File: config.mk
export PLATFORM = sky130hd
export DESIGN_NAME = sts_search_ctrl
export DESIGN_NICKNAME = d
export VERILOG_FILES = /design/src/sv/sorted_table_binary_search_core_assert.svh /design/src/sv/sts_pkg.sv /design/src/sv/sts_probe_unit.sv /design/src/sv/sts_search_ctrl.sv
export SDC_FILE = /design/constraint.sdc
export NUM_CORES = 1
export LEC_CHECK = 0
export BUFFER_PORTS_ARGS = -buffer_cell sky130_fd_sc_hd__clkbuf_2
export CELL_PAD_IN_SITES_DETAIL_PLACEMENT = 0
export CELL_PAD_IN_SITES_GLOBAL_PLACEMENT = 1
export CORE_ASPECT_RATIO = 1.75
export CORE_MARGIN = 2
export CORE_UTILIZATION = 45
export CTS_BUF_LIST = sky130_fd_sc_hd__clkbuf_16
export DETAILED_ROUTE_END_ITERATION = 8
export PLACE_DENSITY = 0.87
export SYNTH_ARGS = -nofsm -noshare
export SYNTH_HDL_FRONTEND = slang
export SYNTH_HIERARCHICAL = 1
export SYNTH_SLANG_ARGS = --single-unit
File: constraint.sdc
create_clock -name clk_i -period 13.01 [get_ports clk_i]
set_input_delay 1.301 -clock clk_i [delete_from_list [all_inputs] [get_ports clk_i]]
set_output_delay 1.301 -clock clk_i [all_outputs]
set_load 0.01 [all_outputs]
File: src/sv/sorted_table_binary_search_core_assert.svh
// ----------------------------------------------------------------------------
// Assertion macros for the sorted table search core
// Clocked assertions on clk_i, disabled while rst_ni is low.
// ----------------------------------------------------------------------------
`ifndef SORTED_TABLE_BINARY_SEARCH_CORE_ASSERT_SVH
`define SORTED_TABLE_BINARY_SEARCH_CORE_ASSERT_SVH

`ifndef SYNTHESIS
`define STS_ASSERT_CLKRST(lbl, clk, rst_n, prop, msg) \
  lbl: assert property (@(posedge clk) disable iff (!rst_n) prop) else $error(msg);
`define STS_ASSERT(lbl, prop, msg) \
  `STS_ASSERT_CLKRST(lbl, clk_i, rst_ni, prop, msg)
`else
`define STS_ASSERT_CLKRST(lbl, clk, rst_n, prop, msg)
`define STS_ASSERT(lbl, prop, msg)
`endif

`endif

File: src/sv/sts_pkg.sv
// ----------------------------------------------------------------------------
// sts_pkg
// Shared types and constants of the sorted table search core.
// ----------------------------------------------------------------------------
package sts_pkg;

  localparam int unsigned TABLE_DEPTH_DEF = 1024;
  localparam int unsigned VALUE_BITS_DEF  = 32;

  localparam int unsigned LEN_W   = 11;
  localparam int unsigned EIDX_W  = 10;
  localparam int unsigned FIELD_W = 32;
  localparam int unsigned MODE_W  = 2;
  localparam int unsigned MATCH_W = 10;

  localparam logic ACT_WRITE  = 1'b0;
  localparam logic ACT_SEARCH = 1'b1;

  localparam logic [MODE_W-1:0] MODE_ANY   = 2'd0;
  localparam logic [MODE_W-1:0] MODE_FIRST = 2'd1;
  localparam logic [MODE_W-1:0] MODE_LAST  = 2'd2;

  typedef struct packed {
    logic                      action;
    logic [EIDX_W-1:0]         entry_index;
    logic signed [FIELD_W-1:0] entry_value;
    logic signed [FIELD_W-1:0] search_key;
    logic [MODE_W-1:0]         occurrence_mode;
  } sts_in_t;

  typedef struct packed {
    logic               found;
    logic [MATCH_W-1:0] match_index;
  } sts_out_t;

  typedef struct packed {
    logic hit;   // probe matched the key
    logic stop;  // search ends after this step
  } sts_probe_flags_t;

  typedef struct packed {
    logic idle;
    logic res_valid;
  } sts_ctrl_stat_t;

  typedef enum logic [1:0] {
    ST_IDLE,
    ST_START,
    ST_PROBE,
    ST_DONE
  } sts_state_e;

endpackage

File: src/sv/sts_probe_unit.sv
// ----------------------------------------------------------------------------
// sts_probe_unit
// One binary search step: compare the probed entry, narrow the range and
// form the next floor midpoint. Range is half open, [lo, hi).
// ----------------------------------------------------------------------------
module sts_probe_unit import sts_pkg::*; #(
  parameter int unsigned VALUE_BITS  = VALUE_BITS_DEF,
  parameter int unsigned TABLE_DEPTH = TABLE_DEPTH_DEF,
  localparam int unsigned IDX_W      = $clog2(TABLE_DEPTH),
  localparam int unsigned CNT_W      = $clog2(TABLE_DEPTH + 1)
) (
  input  logic                         cmp_en_i,
  input  logic [CNT_W-1:0]             lo_i,
  input  logic [CNT_W-1:0]             hi_i,
  input  logic [IDX_W-1:0]             mid_i,
  input  logic signed [VALUE_BITS-1:0] rd_data_i,
  input  logic signed [VALUE_BITS-1:0] key_i,
  input  logic [MODE_W-1:0]            mode_i,
  output logic [CNT_W-1:0]             lo_o,
  output logic [CNT_W-1:0]             hi_o,
  output logic [IDX_W-1:0]             mid_o,
  output sts_probe_flags_t             flags_o
);

  logic             stop_hit;
  logic [CNT_W-1:0] mid_ext;
  logic [CNT_W-1:0] span;

  assign mid_ext = CNT_W'(mid_i);

  always_comb begin
    lo_o     = lo_i;
    hi_o     = hi_i;
    stop_hit = 1'b0;
    flags_o.hit = 1'b0;
    if (cmp_en_i) begin
      if (rd_data_i == key_i) begin
        flags_o.hit = 1'b1;
        case (mode_i)
          MODE_FIRST: hi_o = mid_ext;
          MODE_LAST:  lo_o = mid_ext + 1'b1;
          default:    stop_hit = 1'b1;  // any match, unused code too
        endcase
      end else if (rd_data_i > key_i) begin
        hi_o = mid_ext;
      end else begin
        lo_o = mid_ext + 1'b1;
      end
    end
    flags_o.stop = stop_hit || (lo_o >= hi_o);
  end

  // only meaningful while the range is non-empty
  assign span  = hi_o - lo_o - 1'b1;
  assign mid_o = IDX_W'(lo_o + (span >> 1));

endmodule

File: src/sv/sts_search_ctrl.sv
// ----------------------------------------------------------------------------
// sts_search_ctrl
// Search sequencer: holds the range, drives table reads and reuses the probe
// unit once per cycle until the range closes or, in any-match mode, a probe hits.
// ----------------------------------------------------------------------------
module sts_search_ctrl import sts_pkg::*; #(
  parameter int unsigned VALUE_BITS  = VALUE_BITS_DEF,
  parameter int unsigned TABLE_DEPTH = TABLE_DEPTH_DEF,
  localparam int unsigned IDX_W      = $clog2(TABLE_DEPTH),
  localparam int unsigned CNT_W      = $clog2(TABLE_DEPTH + 1)
) (
  input  logic                         clk_i,
  input  logic                         rst_ni,
  input  logic                         start_i,
  input  logic [CNT_W-1:0]             len_i,
  input  logic signed [VALUE_BITS-1:0] key_i,
  input  logic [MODE_W-1:0]            mode_i,
  input  logic signed [VALUE_BITS-1:0] rd_data_i,
  output logic                         rd_en_o,
  output logic [IDX_W-1:0]             rd_addr_o,
  input  logic                         res_ready_i,
  output sts_ctrl_stat_t               stat_o,
  output sts_out_t                     res_o
);

  sts_state_e state_q, state_d;

  logic [CNT_W-1:0]             lo_q, lo_d, hi_q, hi_d;
  logic [IDX_W-1:0]             mid_q, mid_d, ans_q, ans_d;
  logic signed [VALUE_BITS-1:0] key_q, key_d;
  logic [MODE_W-1:0]            mode_q, mode_d;
  logic                         hit_q, hit_d;

  logic [CNT_W-1:0]  lo_n, hi_n;
  logic [IDX_W-1:0]  mid_n;
  logic              cmp_en;
  sts_probe_flags_t  flags;

  assign cmp_en = (state_q == ST_PROBE);

  sts_probe_unit #(
    .VALUE_BITS  (VALUE_BITS),
    .TABLE_DEPTH (TABLE_DEPTH)
  ) u_probe (
    .cmp_en_i  (cmp_en),
    .lo_i      (lo_q),
    .hi_i      (hi_q),
    .mid_i     (mid_q),
    .rd_data_i (rd_data_i),
    .key_i     (key_q),
    .mode_i    (mode_q),
    .lo_o      (lo_n),
    .hi_o      (hi_n),
    .mid_o     (mid_n),
    .flags_o   (flags)
  );

  // next state
  always_comb begin
    state_d = state_q;
    unique case (state_q)
      ST_IDLE: begin
        if (start_i) state_d = ST_START;
      end
      ST_START, ST_PROBE: begin
        if (flags.stop) state_d = ST_DONE;
        else            state_d = ST_PROBE;
      end
      ST_DONE: begin
        if (res_ready_i) state_d = ST_IDLE;
      end
      default: state_d = ST_IDLE;
    endcase
  end

  // outputs
  always_comb begin
    rd_en_o          = 1'b0;
    rd_addr_o        = mid_n;
    stat_o.idle      = 1'b0;
    stat_o.res_valid = 1'b0;
    unique case (state_q)
      ST_IDLE:            stat_o.idle = 1'b1;
      ST_START, ST_PROBE: rd_en_o = !flags.stop;
      ST_DONE:            stat_o.res_valid = 1'b1;
      default:            stat_o.idle = 1'b0;
    endcase
  end

  assign res_o.found       = hit_q;
  assign res_o.match_index = hit_q ? MATCH_W'(ans_q) : '0;

  // datapath
  always_comb begin
    lo_d   = lo_q;
    hi_d   = hi_q;
    mid_d  = mid_q;
    key_d  = key_q;
    mode_d = mode_q;
    hit_d  = hit_q;
    ans_d  = ans_q;
    if (state_q == ST_IDLE && start_i) begin
      lo_d   = '0;
      hi_d   = len_i;
      key_d  = key_i;
      mode_d = mode_i;
      hit_d  = 1'b0;
      ans_d  = '0;
    end else if (state_q == ST_START || state_q == ST_PROBE) begin
      lo_d  = lo_n;
      hi_d  = hi_n;
      mid_d = mid_n;
      if (flags.hit) begin
        hit_d = 1'b1;
        ans_d = mid_q;
      end
    end
  end

  always_ff @(posedge clk_i or negedge rst_ni) begin
    if (!rst_ni) begin
      state_q <= ST_IDLE;
      hit_q   <= 1'b0;
    end else begin
      state_q <= state_d;
      hit_q   <= hit_d;
    end
  end

  always_ff @(posedge clk_i) begin
    lo_q   <= lo_d;
    hi_q   <= hi_d;
    mid_q  <= mid_d;
    key_q  <= key_d;
    mode_q <= mode_d;
    ans_q  <= ans_d;
  end

endmodule
======== Yosys cells after proc, flatten, opt, wreduce, memory -nomap -nowiden ========
Index checks and enable logic that the tools add are counted.
cells by class
  multiplexer cells ....................... 26
  $lt $le $gt $ge ......................... 2
  eq/ne operators ......................... 8
  multipliers ............................. 0
  shifts and indexed selects .............. 0
  divide/modulo/power cells ............... 0
  $add $sub $neg .......................... 4
  reduce and logical (&&, ||, !) cells .... 13
  bitwise operators ....................... 1
operators by type and width
  operator                                                              count
  11-bit 2-to-1 mux                                                     10
  32-bit == test                                                        1
  32-bit > comparator                                                   1
  1-bit 2-to-1 mux                                                      12
  10-bit by 1-bit adder with 11-bit output, second input constant       1
  11-bit >= comparator                                                  1
  11-bit by 1-bit subtractor with 11-bit output, second input constant  1
  11-bit subtractor                                                     1
  10-bit adder                                                          1
  10-bit 2-to-1 mux                                                     1
  2-bit AND reduction                                                   4
  2-bit == test, second input constant                                  3
  2-bit case mux with 3 select lines                                    1
  2-bit by 1-bit == test with 1-bit output, second input constant       2
  2-bit 2-to-1 mux                                                      2
  2-bit inequality test, second input constant                          2
  2-bit nonzero test                                                    2
  2-bit OR reduction                                                    2
  2-bit zero test                                                       1
  1-bit logical OR                                                      2
  1-bit logical AND                                                     1
  1-bit zero test                                                       1
  1-bit inverter                                                        1
word-level totals
  memories ................................ 0
  input port bits ......................... 81
  register bits after elaboration ......... 79
  output and inout bits ................... 24
  ROM bits ................................ 0
  bits in writable memories ............... 0
  latch bits .............................. 0

======== Depth between registers and ports, before layout ========
  depth after elaboration ................. 8
  gate-level depth with buffers ........... 25

======== Cells and area by module ========
The synthesis kept the hierarchy.
by module, submodules not included
  module           area an instance (sq um)  sequential area each (sq um)  times used  cells an instance
  sts_search_ctrl  2825.2                    2147.1                        1           204
  sts_probe_unit   2316.0                    0.0                           1           306

======== Least setup slack after synthesis ========
OpenSTA, ideal clock, no wires.
  path type ............................... input port to output port
  start point ............................. in rd_data_i[23]
  end point ............................... out rd_addr_o[9]
  buffers on the path ..................... 1
  data arrival time ....................... 6.056 ns
  required time ........................... 11.709 ns
  setup slack ............................. 5.653 ns
  stages .................................. 21
  cell sequence ........................... ha_1 > and4_1 > and4bb_2 > and3_1 > o21ba_1 > o21ai_2 > a21boi_0 > buf_2 > mux2_2 > ha_1 > fa_1 > xor2_1 > ha_1 > a21o_1 > a21oi_2 > nor2b_1 > o21a_1 > or4_1 > a31o_2 > a21oi_2 > xnor3_1
on the way
  word-level cells in the longest chain between the ends .. 7
ends and longest elaborated chain
  item                                               RTL line               RTL
  start, declared                                    sts_search_ctrl.sv:18  input logic signed [VALUE_BITS-1:0] rd_data_i,
  32-bit > comparator                                sts_probe_unit.sv:44   end else if (rd_data_i > key_i) begin
  11-bit 2-to-1 mux                                  sts_probe_unit.sv:44
  11-bit 2-to-1 mux (*)                              sts_probe_unit.sv:37   if (rd_data_i == key_i) begin
  11-bit 2-to-1 mux (*)                              sts_probe_unit.sv:36   if (cmp_en_i) begin
  via hi_n[0]                                        sts_search_ctrl.sv:34  logic [CNT_W-1:0] lo_n, hi_n;
  11-bit subtractor (*)                              sts_probe_unit.sv:54   assign span = hi_o - lo_o - 1'b1;
  11-bit by 1-bit subtractor with 11-bit output (*)  sts_probe_unit.sv:54
  10-bit adder (*)                                   sts_probe_unit.sv:55   assign mid_o = IDX_W'(lo_o + (span >> 1));
  end, declared                                      sts_search_ctrl.sv:20  output logic [IDX_W-1:0] rd_addr_o,
The timed path passes the listed nets; every way through them passes the cells marked *.

======== Worst setup path in the final report ========
  start point ............................. in rd_data_i[14]
  end point ............................... out rd_addr_o[9]
The elaborated chain is that of the path after synthesis.

==> results.sh <==
export IMPL_run_status="finished clean"
export IMPL_dp_hpwl_um=9040
export IMPL_synth_top_cell_by_area="edfxtp_1"
export IMPL_end_kind="primary output"
export IMPL_finalSetupViolCount=0
export IMPL_fin_nets=767
export IMPL_hold_viol_final=0
export IMPL_cap_violations=0
export IMPL_cts_tree="done"
export IMPL_synthArstFlopShare_pct=3.80
export IMPL_synth_distinct_cells=56
export IMPL_antenna_found_initial=0
export IMPL_slew_headroom_pct=31.9
export IMPL_powerDensity_nw_per_um2=314
export IMPL_dr_pass1_iters=5
export IMPL_p_leak_nw=2.98
export IMPL_holdPathEnd="ans_q[6]"
export IMPL_fin_crit_ns=8.08
export IMPL_grt_pass1_vias=4052
export IMPL_drtIter0Drc=135
export IMPL_synth_seq_cells=79
export IMPL_start_util_pct=46.0
export IMPL_clock_sinks=79
export IMPL_fin_tns_setup_ns=0
export IMPL_clk_pin_slew_ns=0.06
export IMPL_num_io_pins=105
export IMPL_synth_area_per_cell_sq_um=10.1
export IMPL_ys_seq_area_share_pct=41.8
export IMPL_areaGrowthSynthToFinish_pct=18.6
export IMPL_r2r_end="mid_q[9]"
export IMPL_grt_max_degree=68
export IMPL_die_area_sq_um=12300
export IMPL_arrival_ns=6.78
export IMPL_rr_startpoint="key_q[14]"
export IMPL_drive_gt1_share_pct=24.6
export IMPL_post_cts_setup_buffers=0
export IMPL_critPathMaxFanout=11
export IMPL_cts_resized=0
export IMPL_drt_antenna_violating_nets=0
export IMPL_die_height_um=145
export IMPL_r2r_slack_ns=7.13
export IMPL_postSynthCellCount=510
export IMPL_ys_flop_type="edfxtp_1"
export IMPL_grt_use_total_pct=19.0
export IMPL_clock_latency_ns=0.34
export IMPL_finalClockSkew_ns=0.00869
export IMPL_synth_area_leaders="edfxtp_1 32%, ha_1 17%, dfxtp_1 8.2%, nand2_1 5.3%, inv_1 4.7%"
export IMPL_drv_slew=0
export IMPL_p_total_mw=1.91
export IMPL_required_ns=11.71
export IMPL_vias_per_cell=5.18
export IMPL_hold_class="reg -> reg"
export IMPL_reg2regPathDepth=22
export IMPL_grt_pass1_wl_um=18600
export IMPL_power_ir_vdd_worst_v=0.000278
export IMPL_hold_buffers=0
export IMPL_criticalPathCategory="in -> out"
export IMPL_syn_num_nets=661
export IMPL_gp_congestion=0.880
export IMPL_synth_top_cell_area_share_pct=32.1
export IMPL_min_from="ans_q[6]"
export IMPL_synth_edff_count=55
export IMPL_clk_path_buf_depth=2
export IMPL_htreeDepth=3
export IMPL_antennaDiodeCount=0
export IMPL_hold_depth=2
export IMPL_grt_overflow=0
export IMPL_wl_um=11600
export IMPL_routedWlPerCell_um=15.5
export IMPL_cts_buffers=9
export IMPL_cts_root_buf="clkbuf_16"
export IMPL_rsz0062_at_grt="false"
export IMPL_vias=3898
export IMPL_worstMarginPinSlew_ns=1.02
export IMPL_placementRows=51
export IMPL_start_kind="input port"
export IMPL_synth_warnings=6
export IMPL_fmax_ghz=0.124
export IMPL_fin_crit_sh_pct=62.1
export IMPL_port_buffers=104
export IMPL_fp_dieW_um=84.8
export IMPL_drcViolationCount=0
export IMPL_core_area_sq_um=11200
export IMPL_synthesis_area_sq_um=5140
synth_stat cells, types with 2 or more instances:
cell type and instances:
a211oi_1 2, a21boi_0 2, a21o_1 8, a21oi_1 31, a21oi_2 4, a31o_2 2
and2_1 10, and3_1 3, and4_1 4, buf_2 5, buf_4 2, buf_6 3
dfrtp_1 3, dfxtp_1 21, edfxtp_1 55, fa_1 2, ha_1 68, inv_1 65
mux2_2 17, mux2i_1 14, nand2_1 73, nand2b_1 5, nand3_1 6, nand4_1 5
nor2_1 30, nor2b_1 5, nor3_1 2, o21ai_0 14, xnor2_1 14, xor2_1 9
layout by cell type (no fill, tap or decap), drive strengths merged, types with 2 or more instances in the layout:
master  synthesis  layout
clkbuf          1     114
nand2          74      74
ha             68      68
inv            66      67
edfxtp         55      55
a21oi          35      35
nor2           30      30
dfxtp          21      21
mux2           18      18
o21ai          15      15
mux2i          14      14
xnor2          14      14
and2           11      11
xor2            9       9
a21o            8       8
nand3           7       7
nor2b           6       6
nand4           6       6
nand2b          5       5
and4            4       4
dfrtp           3       3
and3            3       3
a21boi          3       3
bufinv          0       2
buf            10       2
a211oi          2       2
nor3            2       2
a31o            2       2
fa              2       2
clkinv          0       2
nor4            2       2
per-stage QoR:
stage / hold slack [ns] / utilization (%) / instances / setup WS, ns / instance area, sq um
6_report: 0.448 / 54.6 / 753 / 4.93 / 6100
5_1_grt: 0.474 / 54.6 / 753 / 4.66 / 6100
4_1_cts: 0.452 / 54.6 / 753 / 4.94 / 6100
3_5_place_dp: 0.444 / 51.6 / 737 / 5.04 / 5760
3_3_place_gp: 0.438 / 51.6 / 737 / 5.08 / 5760
2_1_floorplan: 0.431 / - / 510 / 5.65 / 5140
power breakdown:
group          total [mW]  switching, mW  internal (mW)  leakage [nW]
Combinational        1.18          0.676          0.506          2.09
Clock               0.278         0.0993          0.179         0.163
Sequential          0.453         0.0451          0.407         0.727
Total                1.91          0.821           1.09          2.98
cell families after synthesis:
kind of cell             count (synthesis)  synth area share (%)
AND/OR/NAND/NOR                        153                  14.4
flip-flops                              79                  41.8
buffers and inverters                   77                  6.33
AO/OA/AOI/OAI                           75                  9.08
adder cells (fa/ha/maj)                 70                  17.3
multiplexers                            32                  6.74
XOR/XNOR                                24                  4.36
flip-flops by register name, indices dropped and copies added, names as in the netlist:
name,flops
ans_q,10
state_q,2
hit_q,1
mode_q,2
mid_q,10
key_q,32
lo_q,11
hi_q,11
routing by layer:
metal	vias to the layer above	wire [um]	global-route usage [%]
met5	-	0	0
li1	1957	-	-
met4	0	235	6.59
met2	100	6330	36.1
met1	1821	4570	20.4
met3	20	506	3.69
worst max-delay path by stage:
| stage | endpoint | startpoint | depth (start not counted) | slack (ns) |
|---|---|---|---|---|
| global route | rd_addr_o[9] | rd_data_i[14] | 23 | 4.66 |
| global placement | rd_addr_o[9] | rd_data_i[14] | 24 | 5.08 |
| floorplan | rd_addr_o[9] | rd_data_i[23] | 21 | 5.65 |
| detailed placement | rd_addr_o[9] | rd_data_i[14] | 23 | 5.04 |
| finish | rd_addr_o[9] | rd_data_i[14] | 23 | 4.93 |
| CTS | rd_addr_o[9] | rd_data_i[14] | 23 | 4.94 |
worst max-delay path, stage by stage:
cell	delay (ns)
clkbuf_2	0.08
ha_1	0.32
nand4_2	0.17
nor4_2	0.42
o21ai_0	0.15
a31oi_1	0.20
o21ai_2	0.12
a21boi_0	0.19
buf_4	0.26
mux2_2	0.41
ha_1	0.22
fa_1	0.41
xor2_1	0.28
ha_1	0.29
a21o_1	0.20
a21oi_2	0.17
nor2b_1	0.06
o21a_1	0.19
or4_1	0.43
a31o_2	0.27
a21oi_2	0.15
xnor3_1	0.33
clkbuf_2	0.14
cell type report:
class | count | area, sq um
clock inverter | 6 | 83.8
timing repair buffer | 106 | 536
inverter | 66 | 248
clock buffer | 10 | 250
multi-input combinational | 354 | 2670
sequential | 79 | 2150
fill | 1024 | 5070
tap | 132 | 165
(Power assumes the default switching activity.)
